<file path="src/rtl/spq_pkg.sv">
`timescale 1ns / 1ps
`default_nettype none

package spq_pkg;

    localparam int VAL_W    = 32;
    localparam int PRI_W    = 16;
    localparam int ENTRY_W  = VAL_W + PRI_W;
    localparam int FILL_W   = 5;
    localparam int STATUS_W = 2;

    typedef enum logic [2:0] {
        ST_IDLE,
        ST_INS_CMP,
        ST_INS_HEAD,
        ST_RM_HEAD,
        ST_RM_SHIFT
    } state_t;

    typedef enum logic [STATUS_W-1:0] {
        STATUS_OK    = 2'd0,
        STATUS_EMPTY = 2'd1,
        STATUS_FULL  = 2'd2
    } status_t;

    typedef enum logic [1:0] {
        WR_PORT,
        WR_HELD,
        WR_MOVE
    } wr_src_t;

    typedef enum logic {
        OP_INSERT = 1'b0,
        OP_REMOVE = 1'b1
    } op_t;

    typedef struct packed {
        logic    rd_en;
        logic    wr_en;
        wr_src_t wr_src;
        logic    head_take;
        logic    out_take;
        logic    done;
        status_t status;
    } ctl_t;

endpackage

`default_nettype wire

</file>
<file path="src/rtl/spq_store.sv">
`timescale 1ns / 1ps
`default_nettype none

module spq_store #(
    parameter int DEPTH = 16
) (
    input  wire logic                       clk,
    input  wire logic                       wr_en,
    input  wire logic [$clog2(DEPTH)-1:0]   wr_addr,
    input  wire logic [spq_pkg::ENTRY_W-1:0] wr_data,
    input  wire logic                       rd_en,
    input  wire logic [$clog2(DEPTH)-1:0]   rd_addr,
    output logic      [spq_pkg::ENTRY_W-1:0] rd_data
);

    logic [spq_pkg::ENTRY_W-1:0] mem [DEPTH];

    always_ff @(posedge clk)
    begin
        if (wr_en)
        begin
            mem[wr_addr] <= wr_data;
        end
    end

    always_ff @(posedge clk)
    begin
        if (rd_en)
        begin
            rd_data <= mem[rd_addr];
        end
    end

endmodule

`default_nettype wire

</file>
<file path="src/rtl/spq_ctrl.sv">
`timescale 1ns / 1ps
`default_nettype none

module spq_ctrl #(
    parameter int CAPACITY = 16
) (
    input  wire logic                            clk,
    input  wire logic                            rst_n,
    input  wire logic                            start,
    input  wire logic                            operation,
    input  wire logic                            moves,
    output logic                                 busy,
    output logic                                 cmp_head,
    output spq_pkg::ctl_t                        ctl,
    output logic [$clog2(CAPACITY)-1:0]          rd_addr,
    output logic [$clog2(CAPACITY)-1:0]          wr_addr,
    output logic [$clog2(CAPACITY+1)-1:0]        count
);

    localparam int AW = $clog2(CAPACITY);
    localparam int CW = $clog2(CAPACITY + 1);
    localparam logic [CW-1:0] CAP_C = CW'(CAPACITY);
    localparam logic [CW-1:0] ONE_C = CW'(1);

    spq_pkg::state_t state_reg, state_next;
    logic [CW-1:0]   idx_reg, idx_next;
    logic [CW-1:0]   count_reg, count_next;

    always_ff @(posedge clk or negedge rst_n)
    begin
        if (!rst_n)
        begin
            state_reg <= spq_pkg::ST_IDLE;
            idx_reg   <= '0;
            count_reg <= '0;
        end
        else
        begin
            state_reg <= state_next;
            idx_reg   <= idx_next;
            count_reg <= count_next;
        end
    end

    // next state, walk index and fill count
    always_comb
    begin
        state_next = state_reg;
        idx_next   = idx_reg;
        count_next = count_reg;
        unique case (state_reg)
            spq_pkg::ST_IDLE:
            begin
                if (start)
                begin
                    if (operation == spq_pkg::OP_REMOVE)
                    begin
                        if (count_reg != '0)
                        begin
                            state_next = spq_pkg::ST_RM_HEAD;
                        end
                    end
                    else if (count_reg == '0)
                    begin
                        count_next = count_reg + ONE_C;
                    end
                    else if (count_reg != CAP_C)
                    begin
                        idx_next   = count_reg;
                        state_next = spq_pkg::ST_INS_CMP;
                    end
                end
            end
            spq_pkg::ST_INS_CMP:
            begin
                if (moves)
                begin
                    if (idx_reg == ONE_C)
                    begin
                        state_next = spq_pkg::ST_INS_HEAD;
                    end
                    else
                    begin
                        idx_next = idx_reg - ONE_C;
                    end
                end
                else
                begin
                    count_next = count_reg + ONE_C;
                    state_next = spq_pkg::ST_IDLE;
                end
            end
            spq_pkg::ST_INS_HEAD:
            begin
                count_next = count_reg + ONE_C;
                state_next = spq_pkg::ST_IDLE;
            end
            spq_pkg::ST_RM_HEAD:
            begin
                if (count_reg == ONE_C)
                begin
                    count_next = count_reg - ONE_C;
                    state_next = spq_pkg::ST_IDLE;
                end
                else
                begin
                    idx_next   = ONE_C;
                    state_next = spq_pkg::ST_RM_SHIFT;
                end
            end
            spq_pkg::ST_RM_SHIFT:
            begin
                if (idx_reg == count_reg - ONE_C)
                begin
                    count_next = count_reg - ONE_C;
                    state_next = spq_pkg::ST_IDLE;
                end
                else
                begin
                    idx_next = idx_reg + ONE_C;
                end
            end
            default:
            begin
                state_next = spq_pkg::ST_IDLE;
            end
        endcase
    end

    // memory port controls and result flags
    always_comb
    begin
        ctl     = '0;
        rd_addr = '0;
        wr_addr = '0;
        unique case (state_reg)
            spq_pkg::ST_IDLE:
            begin
                if (start)
                begin
                    if (operation == spq_pkg::OP_REMOVE)
                    begin
                        if (count_reg == '0)
                        begin
                            ctl.done   = 1'b1;
                            ctl.status = spq_pkg::STATUS_EMPTY;
                        end
                        else
                        begin
                            ctl.rd_en = 1'b1;
                        end
                    end
                    else if (count_reg == CAP_C)
                    begin
                        ctl.done   = 1'b1;
                        ctl.status = spq_pkg::STATUS_FULL;
                    end
                    else if (count_reg == '0)
                    begin
                        ctl.wr_en  = 1'b1;
                        ctl.wr_src = spq_pkg::WR_PORT;
                        ctl.done   = 1'b1;
                    end
                    else
                    begin
                        // start the walk at the tail
                        ctl.rd_en = 1'b1;
                        rd_addr   = AW'(count_reg - ONE_C);
                    end
                end
            end
            spq_pkg::ST_INS_CMP:
            begin
                wr_addr      = AW'(idx_reg);
                ctl.wr_en    = 1'b1;
                if (moves)
                begin
                    ctl.wr_src = spq_pkg::WR_MOVE;
                    if (idx_reg != ONE_C)
                    begin
                        ctl.rd_en = 1'b1;
                        rd_addr   = AW'(idx_reg - CW'(2));
                    end
                end
                else
                begin
                    ctl.wr_src = spq_pkg::WR_HELD;
                    ctl.done   = 1'b1;
                end
            end
            spq_pkg::ST_INS_HEAD:
            begin
                ctl.wr_en  = 1'b1;
                ctl.wr_src = spq_pkg::WR_HELD;
                ctl.done   = 1'b1;
            end
            spq_pkg::ST_RM_HEAD:
            begin
                ctl.head_take = 1'b1;
                if (count_reg == ONE_C)
                begin
                    ctl.done     = 1'b1;
                    ctl.out_take = 1'b1;
                end
                else
                begin
                    ctl.rd_en = 1'b1;
                    rd_addr   = AW'(1);
                end
            end
            spq_pkg::ST_RM_SHIFT:
            begin
                ctl.wr_en  = 1'b1;
                ctl.wr_src = spq_pkg::WR_MOVE;
                wr_addr    = AW'(idx_reg - ONE_C);
                if (idx_reg == count_reg - ONE_C)
                begin
                    ctl.done     = 1'b1;
                    ctl.out_take = 1'b1;
                end
                else
                begin
                    ctl.rd_en = 1'b1;
                    rd_addr   = AW'(idx_reg + ONE_C);
                end
            end
            default:
            begin
                ctl = '0;
            end
        endcase
    end

    assign busy     = (state_reg != spq_pkg::ST_IDLE);
    assign cmp_head = (state_reg == spq_pkg::ST_INS_CMP) && (idx_reg == ONE_C);
    assign count    = count_reg;

    a_count_bound: assert property (@(posedge clk) disable iff (!rst_n)
        count_reg <= CAP_C)
        else $error("fill count above capacity");

    a_port_clash: assert property (@(posedge clk) disable iff (!rst_n)
        ctl.rd_en && ctl.wr_en && busy |-> rd_addr != wr_addr)
        else $error("read and write hit the same entry");

    a_ins_idx: assert property (@(posedge clk) disable iff (!rst_n)
        state_reg == spq_pkg::ST_INS_CMP |-> idx_reg != '0 && idx_reg <= count_reg)
        else $error("insert walk index out of range");

    a_rm_idx: assert property (@(posedge clk) disable iff (!rst_n)
        state_reg == spq_pkg::ST_RM_SHIFT |-> idx_reg != '0 && idx_reg < count_reg)
        else $error("remove walk index out of range");

    a_done_idle: assert property (@(posedge clk) disable iff (!rst_n)
        ctl.done |=> state_reg == spq_pkg::ST_IDLE)
        else $error("sequencer busy after finishing a transfer");

endmodule

`default_nettype wire

</file>
<file path="src/rtl/sorted_priority_queue.sv">
// Insert: finishes in the accept cycle into an empty or full queue, else entries move back.
// Remove: finishes in the accept cycle on an empty queue, else the held entries shift forward.
// Busy is high past the accept cycle; done shows in the cycle after the operation finishes.
// One store with a read and a write port plus one priority subtractor, one item in flight.
// Reset clears the fill count, sequencer and done strobe; the store is never cleared.
// The receiver cannot stall: each result shows for exactly one cycle with done.
`timescale 1ns / 1ps
`default_nettype none

module sorted_priority_queue #(
    parameter int CAPACITY = 16
) (
    input  wire logic                          clk,
    input  wire logic                          rst_n,
    input  wire logic                          start,
    output logic                               busy,
    input  wire logic                          operation,
    input  wire logic signed [spq_pkg::VAL_W-1:0] entry_value,
    input  wire logic signed [spq_pkg::PRI_W-1:0] entry_priority,
    output logic                               done,
    output logic signed [spq_pkg::VAL_W-1:0]   out_value,
    output logic signed [spq_pkg::PRI_W-1:0]   out_priority,
    output logic        [spq_pkg::STATUS_W-1:0] status,
    output logic        [spq_pkg::FILL_W-1:0]  fill_count
);

    localparam int AW = $clog2(CAPACITY);
    localparam int CW = $clog2(CAPACITY + 1);

    spq_pkg::ctl_t               ctl;
    logic                        cmp_head;
    logic [AW-1:0]               rd_addr;
    logic [AW-1:0]               wr_addr;
    logic [CW-1:0]               count;
    logic                        moves;
    logic [spq_pkg::ENTRY_W-1:0] rd_data;
    logic [spq_pkg::ENTRY_W-1:0] wr_data;
    logic [spq_pkg::VAL_W-1:0]   rd_val;
    logic [spq_pkg::PRI_W-1:0]   rd_pri;
    logic [spq_pkg::PRI_W:0]     pri_diff;

    logic [spq_pkg::VAL_W-1:0]   held_val_reg;
    logic [spq_pkg::PRI_W-1:0]   held_pri_reg;
    logic [spq_pkg::VAL_W-1:0]   head_val_reg;
    logic [spq_pkg::PRI_W-1:0]   head_pri_reg;
    logic                        done_reg;
    logic [spq_pkg::VAL_W-1:0]   out_val_reg;
    logic [spq_pkg::PRI_W-1:0]   out_pri_reg;
    spq_pkg::status_t            status_reg;

    spq_ctrl #(
        .CAPACITY (CAPACITY)
    ) u_ctrl (
        .clk       (clk),
        .rst_n     (rst_n),
        .start     (start),
        .operation (operation),
        .moves     (moves),
        .busy      (busy),
        .cmp_head  (cmp_head),
        .ctl       (ctl),
        .rd_addr   (rd_addr),
        .wr_addr   (wr_addr),
        .count     (count)
    );

    spq_store #(
        .DEPTH (CAPACITY)
    ) u_store (
        .clk     (clk),
        .wr_en   (ctl.wr_en),
        .wr_addr (wr_addr),
        .wr_data (wr_data),
        .rd_en   (ctl.rd_en),
        .rd_addr (rd_addr),
        .rd_data (rd_data)
    );

    assign rd_pri = rd_data[spq_pkg::ENTRY_W-1:spq_pkg::VAL_W];
    assign rd_val = rd_data[spq_pkg::VAL_W-1:0];

    // one subtractor serves both tests: strictly above at the head, at least elsewhere
    assign pri_diff = {rd_pri[spq_pkg::PRI_W-1], rd_pri}
                    - {held_pri_reg[spq_pkg::PRI_W-1], held_pri_reg};
    assign moves = cmp_head ? (!pri_diff[spq_pkg::PRI_W] && (pri_diff != '0))
                            : !pri_diff[spq_pkg::PRI_W];

    always_comb
    begin
        case (ctl.wr_src)
            spq_pkg::WR_PORT: wr_data = {entry_priority, entry_value};
            spq_pkg::WR_HELD: wr_data = {held_pri_reg, held_val_reg};
            spq_pkg::WR_MOVE: wr_data = rd_data;
            default:          wr_data = rd_data;
        endcase
    end

    // hold the new entry for the walk and the head taken on a remove
    always_ff @(posedge clk)
    begin
        if (start && !busy)
        begin
            held_val_reg <= entry_value;
            held_pri_reg <= entry_priority;
        end
        if (ctl.head_take)
        begin
            head_val_reg <= rd_val;
            head_pri_reg <= rd_pri;
        end
    end

    always_ff @(posedge clk or negedge rst_n)
    begin
        if (!rst_n)
        begin
            done_reg <= 1'b0;
        end
        else
        begin
            done_reg <= ctl.done;
        end
    end

    always_ff @(posedge clk)
    begin
        if (ctl.done)
        begin
            status_reg <= ctl.status;
            if (ctl.out_take)
            begin
                out_val_reg <= ctl.head_take ? rd_val : head_val_reg;
                out_pri_reg <= ctl.head_take ? rd_pri : head_pri_reg;
            end
            else
            begin
                out_val_reg <= '0;
                out_pri_reg <= '0;
            end
        end
    end

    assign done         = done_reg;
    assign out_value    = out_val_reg;
    assign out_priority = out_pri_reg;
    assign status       = status_reg;
    assign fill_count   = spq_pkg::FILL_W'(count);

endmodule

`default_nettype wire
</file>
<file path="config.mk">
export PLATFORM = sky130hd
export DESIGN_NAME = sorted_priority_queue
export DESIGN_NICKNAME = d
export VERILOG_FILES = /design/src/rtl/spq_pkg.sv /design/src/rtl/spq_store.sv /design/src/rtl/spq_ctrl.sv /design/src/rtl/sorted_priority_queue.sv
export SDC_FILE = /design/constraint.sdc
export NUM_CORES = 1
export LEC_CHECK = 0
export BUFFER_PORTS_ARGS = -buffer_cell sky130_fd_sc_hd__buf_2
export CAP_MARGIN = 10
export CORE_UTILIZATION = 50
export CTS_CLUSTER_SIZE = 28
export DETAILED_ROUTE_END_ITERATION = 10
export PLACE_DENSITY_LB_ADDON = 0.12
export SKIP_CTS_REPAIR_TIMING = 1
export SLEW_MARGIN = 5
export SYNTH_ARGS = -nofsm -noshare
export SYNTH_HDL_FRONTEND = slang
export SYNTH_SLANG_ARGS = --single-unit
</file>
<file path="constraint.sdc">
create_clock -name clk -period 5.67 [get_ports clk]
set_input_delay 0.2835 -clock clk [delete_from_list [all_inputs] [get_ports clk]]
set_output_delay 0.2835 -clock clk [all_outputs]
set_load 0.005 [all_outputs]
</file>
==> run_results.csv, run 1 <==
group,metric,value,unit
status,run_status,"complete, no violations",
final_layout,insertedDiodeCount,0,
worst_hold_path,min-delay-path-class,"primary input to async pin",
critical_path,timing_worst_setup_path_type,"register to register",
final_layout,flow.area_growth_from_synthesis,16.22,%
power,p_leak,15.75,nW
yosys,post-synth-top-area-cell,"sky130_fd_sc_hd__edfxtp_1",
placement,place_congestion,0.8653,
yosys,synth_edf_count,914,
grt,grt_util_all_layers,0.2630,
critical_path,path_common_cell,"sky130_fd_sc_hd__o2111ai_1",
yosys,synthArstFlopShare,0.01434,
final_layout,nNetsFinal,2602,
sta,fin_worst_skew,0.04640,ns
clock_tree,numClockSinks,976,
critical_path,crit_path_top_delay_cell,"sky130_fd_sc_hd__o21ai_1",
final_layout,final_core_utilization,0.5878,
final_layout,largest_reg_flops,768,
yosys,yosys_warnings,0,
placement,detailedPlacementHpwl,58.06,mm
final_layout,largest-register,"u_store.mem",
sta,period_share,0.8514,
routing,routed_wl,105.8,mm
clock_tree,ctsRootBufferMaster,"sky130_fd_sc_hd__clkbuf_16",
yosys,synthMostInstantiatedCell,"sky130_fd_sc_hd__edfxtp_1",
grt,global_route.overflow_total,0,
yosys,syn-mean-instance-area,17.39,sq um
critical_path,cp_top_family,"compound AO/OA/AOI/OAI gates",
routing,drt_iter0_drc,2393,
yosys,count_of_cell_types_in_the_netlist,74,
yosys,synth-main-ff-cell,"sky130_fd_sc_hd__edfxtp_1",
routing,detail_route.wl_per_cell,28.90,um
sta,fin_tns_setup,0,ns
grt,number_of_antenna_violations_at_the_first_check_in_global_routing,0,
critical_path,crit_path_cell_trace,"inv_1 -> fa_1 -> xnor2_1 -> a2111oi_0 -> o2111ai_1 -> a221oi_1 -> o2111ai_1 -> a2111o_1 -> o31ai_4 -> buf_12 -> mux2i_1 -> o21ai_1",
sta,timing_max_transition_violations_final,0,
clock_tree,clk_transition_reported_paths,0.06,ns
floorplanning,die_height,284.7,um
routing,route.detailed.vias_per_inst,6.252,
critical_path,critPathRequiredTime,5.99,ns
power,max-vdd-ir-drop,0.8607,mV
yosys,synth_cells,2297,
routing,detail_route.drc_violations,0,
critical_path,critical-path-max-stage-delay,0.82,ns
yosys,yosysTopAreaCellShare,0.6869,
final_layout,layout-drive-gt1-share,0.2474,
clock_tree,cts_tree,"built",
run,drv.max_cap_violation_count,0,
yosys,synth.yosys.seq_area_share,0.7198,
routing,vias,22890,
yosys,synth-seq-cells,976,
yosys,post_synth_most_frequent_cells,"914 x sky130_fd_sc_hd__edfxtp_1, 227 x sky130_fd_sc_hd__nand2_1, 192 x sky130_fd_sc_hd__mux4_2",
routing,drt.antenna.violating_nets,0,
clock_tree,worstSkewPairLatency,0.68,ns
final_layout,layout_top_registers,"u_store.mem (768), u_store.rd_data (48)",
clock_tree,cts_inserted_buffers,101,
sta,slew_headroom,0.2559,
critical_path,worst_setup_path_end_kind,"register",
floorplanning,io_pins,109,
critical_path,cp_num_buf_inv,2,
grt,grt_max_degree,77,
yosys,syn-num-nets,2376,
critical_path,cp_data_arrival_time,5.15,ns
sta,hold_viol,0,
yosys,area_contributors_post_synth,"sky130_fd_sc_hd__edfxtp_1 69%, sky130_fd_sc_hd__mux4_2 11%, sky130_fd_sc_hd__dfxtp_1 2.4%",
floorplanning,coreArea,79000,sq um
floorplanning,die_area,81040,sq um
sta,timing.final.crit_period,4.827,ns
grt,grt_pass1_wl,155.9,mm
sta,unrepaired_setup_endpoints_after_global_routing,"false",
sta,worst_slew_pin_slew,1.116,ns
floorplanning,die_w,284.7,um
sta,timing.fmax,207.1,MHz
floorplanning,std_cell_rows,103,
placement,port_buf_inserts,108,
critical_path,timing.critical_path.fanout_max,38,
routing,drt-pass1-iter-count,5,
clock_tree,clock_tree.htree_level_count,3,
clock_tree,clk_path_buf_depth,3,
sta,number_of_setup_violations_in_the_final_report,0,
grt,via_count_of_the_first_global_routing_pass,23030,
power,power-per-cell-area,698.8,nW/um^2
critical_path,critPathLaunchType,"register",
floorplanning,floorplan.initialDensity,0.5058,
yosys,mappedNetlistArea,39950,sq um
[logic make-up (layout without fill, tap and decap cells)]
family	count (synthesis)	in the layout	synth area share
buffers and inverters	173	487	0.01772
xor gates and xnor gates	21	21	0.004603
adders and majority gates	28	28	0.008894
and+or+nand+nor	388	388	0.04369
DFF	976	976	0.7198
AOI/OAI and AO/OA	422	422	0.07134
muxes	289	289	0.1340
[power breakdown]
part / total [W] / internal, W / switching (W)
logic: 0.0135 / 0.00528 / 0.00825
registers: 0.0123 / 0.0115 / 0.000769
clock network: 0.00664 / 0.00384 / 0.00280
total: 0.0324 / 0.0206 / 0.0118
[layout by cell type, fill, tap and decap left out, types with 18 or more instances in the layout]
cell type and n:
sky130_fd_sc_hd__nand2_1 224, sky130_fd_sc_hd__nor2_4 18, sky130_fd_sc_hd__mux4_2 192, sky130_fd_sc_hd__mux2_2 47, sky130_fd_sc_hd__edfxtp_1 914, sky130_fd_sc_hd__o221ai_1 49, sky130_fd_sc_hd__clkbuf_1 21, sky130_fd_sc_hd__nor2b_1 54
sky130_fd_sc_hd__ha_1 26, sky130_fd_sc_hd__buf_12 28, sky130_fd_sc_hd__o22ai_1 50, sky130_fd_sc_hd__mux2i_1 50, sky130_fd_sc_hd__o21ai_0 111, sky130_fd_sc_hd__inv_1 29, sky130_fd_sc_hd__clkbuf_16 101, sky130_fd_sc_hd__buf_4 80
sky130_fd_sc_hd__clkinv_1 20, sky130_fd_sc_hd__clkinv_2 19, sky130_fd_sc_hd__a21oi_1 34, sky130_fd_sc_hd__nor2_1 29, sky130_fd_sc_hd__dlygate4sd3_1 49, sky130_fd_sc_hd__buf_2 108, sky130_fd_sc_hd__a22oi_1 100, sky130_fd_sc_hd__dfxtp_1 48
[metrics by stage]
step	std cells	setup WS, ns	hold slack [ns]	cell area [sq um]	total power [W]
after floorplan	2297	0.7702	-0.01209	39950	0.02091
after global placement	3421	1.173	0.2307	42590	0.02561
after detailed placement	3421	1.036	0.2432	42590	0.02595
after CTS	3612	0.9803	-0.4807	45940	0.03260
after global routing	3661	0.6514	0.06666	46430	0.03400
final	3661	0.8425	0.06646	46430	0.03245
[path summary, 6_finish.rpt]
kind                                     start                  end  slack [ns]  cells after the start
max in group asynchronous                rst_n  u_ctrl.state_reg[1]        5.24                      2
max reg2reg                u_store.rd_data[33]   u_store.mem[8][44]        0.84                     12
max                        u_store.rd_data[33]   u_store.mem[8][44]        0.84                     12
min in group clk                     operation            status[0]        0.10                      2
min reg2reg                    head_pri_reg[4]      head_pri_reg[4]        0.47                      1
min                                      rst_n                 done        0.07                      2
[routing by layer]
layer  global-route usage  routed length, um  vias up
met4              0.06183               2067        0
met2               0.4283              51810      900
met1               0.3779              45580    12100
met3              0.03660               6341      145
met5                    0                  0        -
li1                     -                  -     9741
[layout make-up]
cell class | instances | area, sq um
clock buffer | 128 | 2689
fill | 5870 | 32570
sequential | 976 | 28760
inverter | 31 | 116.4
multi-input combinational | 1148 | 10690
clock inverter | 63 | 665.6
tap | 1050 | 1314
timing repair buffer | 265 | 2192
Note: power is estimated with default switching activity, not from simulation.
==> inputs of run 2 (changes only) <==
--- a/config.mk
+++ b/config.mk
@@ -15,4 +15,5 @@
 export SLEW_MARGIN = 5
 export SYNTH_ARGS = -nofsm -noshare
 export SYNTH_HDL_FRONTEND = slang
+export SYNTH_HIERARCHICAL = 1
 export SYNTH_SLANG_ARGS = --single-unit
==> run 2 against run 1 <==
Net effect:
- die area fell by 3.9%
- sequential share of layout area rose by 1.9 points
- register-to-register slack got worse by 0.49 ns
- wire length fell by 13%
- utilization rose by 0.57 points
- global-route usage fell by 2.4 points
- maximum frequency fell by 9.2%
- hold slack improved by 0.036 ns
- non-clock buffer count rose by 6
- sequential cell count did not move
- synthesized area fell by 3.9%
- critical path type unchanged
- critical endpoint is now u_store/mem[8][26]
==> run_results.csv, run 2 <==
group,metric,value,unit
critical_path,critPathLaunchType,"register",
routing,drt_iter0_drc,1788,
yosys,syn-mean-instance-area,19.42,sq um
power,p_leak,14.94,nW
sta,slew_headroom,0.2113,
sta,timing.final.crit_period,5.314,ns
critical_path,crit_path_start,"u_ctrl/idx_reg[1]",
grt,gr-max-usage-layer,"met2",
critical_path,timing.critical_path.fanout_max,26,
run,drv.max_cap_violation_count,0,
sta,unrepaired_setup_endpoints_after_global_routing,"false",
sta,whs,0.1028,ns
yosys,syn-num-nets,2056,
final_layout,layout_top_registers,"u_store/mem (768), u_store/rd_data (48)",
final_layout,mostFrequentLayoutCell,"sky130_fd_sc_hd__edfxtp_1",
sta,hold_viol,0,
routing,detail_route.wl_per_cell,27.32,um
power,combinationalPowerShare,0.400,
placement,port_buf_inserts,108,
clock_tree,clk_transition_reported_paths,0.07,ns
grt,global_route.usage.met2,0.3821,
yosys,count_of_cell_types_in_the_netlist,73,
clock_tree,cts_tree,"built",
grt,grt_max_degree,56,
power,sw_frac_of_total,0.3426,
power,netSwitchingPower,0.01072,W
critical_path,cp_data_arrival_time,5.63,ns
power,power.clock.fraction,0.210,
yosys,synthMostInstantiatedCell,"sky130_fd_sc_hd__edfxtp_1",
routing,route.detailed.vias_per_inst,5.928,
grt,met1_usage,0.3438,
routing,drt.antenna.violating_nets,0,
yosys,mappedNetlistArea,38400,sq um
routing,drt-pass1-iter-count,5,
final_layout,multiInputGateArea,9275,sq um
critical_path,worst_setup_path_end_kind,"register",
yosys,post-synth-top-area-cell,"sky130_fd_sc_hd__edfxtp_1",
final_layout,flow.area_growth_from_synthesis,17.39,%
final_layout,layout.cells.most_common_list,"914 x sky130_fd_sc_hd__edfxtp_1, 192 x sky130_fd_sc_hd__mux4_2, 121 x sky130_fd_sc_hd__nand2_1, 108 x sky130_fd_sc_hd__buf_2, 101 x sky130_fd_sc_hd__clkbuf_16",
yosys,synth-main-ff-cell,"sky130_fd_sc_hd__edfxtp_1",
final_layout,layout-drive-gt1-share,0.2877,
floorplanning,die_w,279.1,um
clock_tree,worstSkewPairLatency,0.65,ns
power,power-per-cell-area,693.9,nW/um^2
grt,grt_pass1_wl,133.6,mm
yosys,synth.yosys.seq_area_share,0.7489,
clock_tree,numClockSinks,976,
grt,global_route.overflow_total,0,
final_layout,largest_reg_flops,768,
clock_tree,clk_path_buf_depth,3,
sta,timing_max_transition_violations_final,0,
final_layout,largest-register,"u_store/mem",
placement,detailedPlacementHpwl,48.48,mm
floorplanning,floorplan.initialDensity,0.5056,
grt,grt_util_all_layers,0.2385,
final_layout,fillerInstances,5551,
sta,worst_slew_pin_slew,1.171,ns
sta,timing.fmax,188.2,MHz
sta,fin_worst_skew,0.03108,ns
floorplanning,io_pins,109,
power,max-vdd-ir-drop,0.5077,mV
clock_tree,clock_tree.htree_level_count,3,
yosys,synthArstFlopShare,0.01434,
clock_tree,ctsRootBufferMaster,"sky130_fd_sc_hd__clkbuf_16",
final_layout,nNetsFinal,2326,
final_layout,seqCellArea,28760,sq um
yosys,post_synth_most_frequent_cells,"914 x sky130_fd_sc_hd__edfxtp_1, 192 x sky130_fd_sc_hd__mux4_2, 122 x sky130_fd_sc_hd__nand2_1",
status,run_status,"complete, no violations",
power,portion_of_total_power_attributed_to_sequential_cells,0.390,
yosys,area_contributors_post_synth,"sky130_fd_sc_hd__edfxtp_1 71%, sky130_fd_sc_hd__mux4_2 11%, sky130_fd_sc_hd__dfxtp_1 2.5%",
grt,via_count_of_the_first_global_routing_pass,20120,
yosys,synth_edf_count,914,
yosys,yosysTopAreaCellShare,0.7148,
yosys,synth_cells,1977,
routing,detail_route.drc_violations,0,
yosys,synth-seq-cells,976,
clock_tree,cts_inserted_buffers,100,
placement,place_congestion,0.9093,
critical_path,critPathRequiredTime,5.99,ns
final_layout,insertedDiodeCount,0,
routing,vias,19930,
routing,routed_wl,91.85,mm
floorplanning,coreArea,75950,sq um
floorplanning,std_cell_rows,101,
critical_path,r2r_start,"u_ctrl/idx_reg[1]",
sta,fin_ws,0.3558,ns
worst_hold_path,min-delay-path-class,"primary input to async pin",
critical_path,timing_worst_setup_path_type,"register to register",
placement,place_ws,0.05690,ns
sta,number_of_setup_violations_in_the_final_report,0,
floorplanning,die_area,77910,sq um
grt,number_of_antenna_violations_at_the_first_check_in_global_routing,2,
yosys,yosys_warnings,6,
power,power_report.internal_total,0.02056,W
floorplanning,die_height,279.1,um
sta,period_share,0.9372,
sta,fin_tns_setup,0,ns
grt,global_route.usage.met3,0.03690,
==> run 2: per-stage QoR <==
step	cell area [sq um]	util	instances	power [W]
3_5_place_dp	41180	0.5421	3123	0.02484
2_1_floorplan	38400	-	1977	0.02016
4_1_cts	44500	0.5859	3310	0.03145
3_3_place_gp	41180	0.5421	3123	0.02453
6_report	45080	0.5935	3362	0.03128
5_1_grt	45080	0.5935	3362	0.03280
==> run 2: worst paths after layout <==
path	to	slack, ns	depth (start not counted)
max	u_store/mem[8][26]	0.36	18
min	u_ctrl/state_reg[2]	0.10	2
max reg2reg	u_store/mem[8][26]	0.36	18
min reg2reg	head_val_reg[2]	0.47	1
max in group asynchronous	u_ctrl/count[2]	5.28	2
min in group clk	u_ctrl/state_reg[1]	0.11	4
==> run 2: layout make-up <==
cell class                      count  share of cell area
Multi-Input combinational cell    860              0.2058
Inverter                           38            0.003220
Clock inverter                     47             0.01099
Clock buffer                      140             0.06265
Tap cell                         1030             0.02859
Sequential cell                   976              0.6380
Timing Repair Buffer              271             0.05080
==> run 2: routing by layer <==
layer  routed length [um]  part of all wire
met2                44530              0.48
met3                 5962             0.065
met1                39550              0.43
met4                 1810             0.020
met5                    0                 0
==> run 2: worst max-delay path, cell delays in order, from the launching register on <==
cell                        delay (ns)
sky130_fd_sc_hd__dfrtp_1          0.37
sky130_fd_sc_hd__inv_1            0.18
sky130_fd_sc_hd__ha_1             0.17
sky130_fd_sc_hd__or4b_1           0.50
sky130_fd_sc_hd__nor2_1           0.20
sky130_fd_sc_hd__nand3_1          0.11
sky130_fd_sc_hd__a221o_1          0.28
sky130_fd_sc_hd__nor4_2           0.21
sky130_fd_sc_hd__nand4_1          0.15
sky130_fd_sc_hd__a2111oi_2        0.36
sky130_fd_sc_hd__o2111ai_1        0.18
sky130_fd_sc_hd__a2111oi_2        0.32
sky130_fd_sc_hd__a211oi_2         0.17
sky130_fd_sc_hd__nand2b_1         0.20
sky130_fd_sc_hd__mux2_2           0.30
sky130_fd_sc_hd__nor2_4           0.17
sky130_fd_sc_hd__buf_12           0.28
sky130_fd_sc_hd__mux2i_1          0.12
sky130_fd_sc_hd__o21ai_1          0.69
==> run 2: cell families after synthesis <==
logic type | Yosys count | synth area share
adder cells (fa/ha/maj) | 28 | 0.009254
XOR/XNOR | 20 | 0.004920
AND/OR/NAND/NOR | 281 | 0.03646
buffers and inverters | 141 | 0.01652
multiplexers | 297 | 0.1417
AO/OA/AOI/OAI | 234 | 0.04226
flip-flops | 976 | 0.7489
==> run 2: power by group through the flow <==
stage	combinational [W]	sequential (W)	clock (W)
floorplan	0.00793	0.0122	0
global placement	0.0122	0.0123	0
detailed placement	0.0125	0.0124	0
CTS	0.0125	0.0122	0.00671
global route	0.0135	0.0123	0.00697
finish	0.0125	0.0122	0.00658
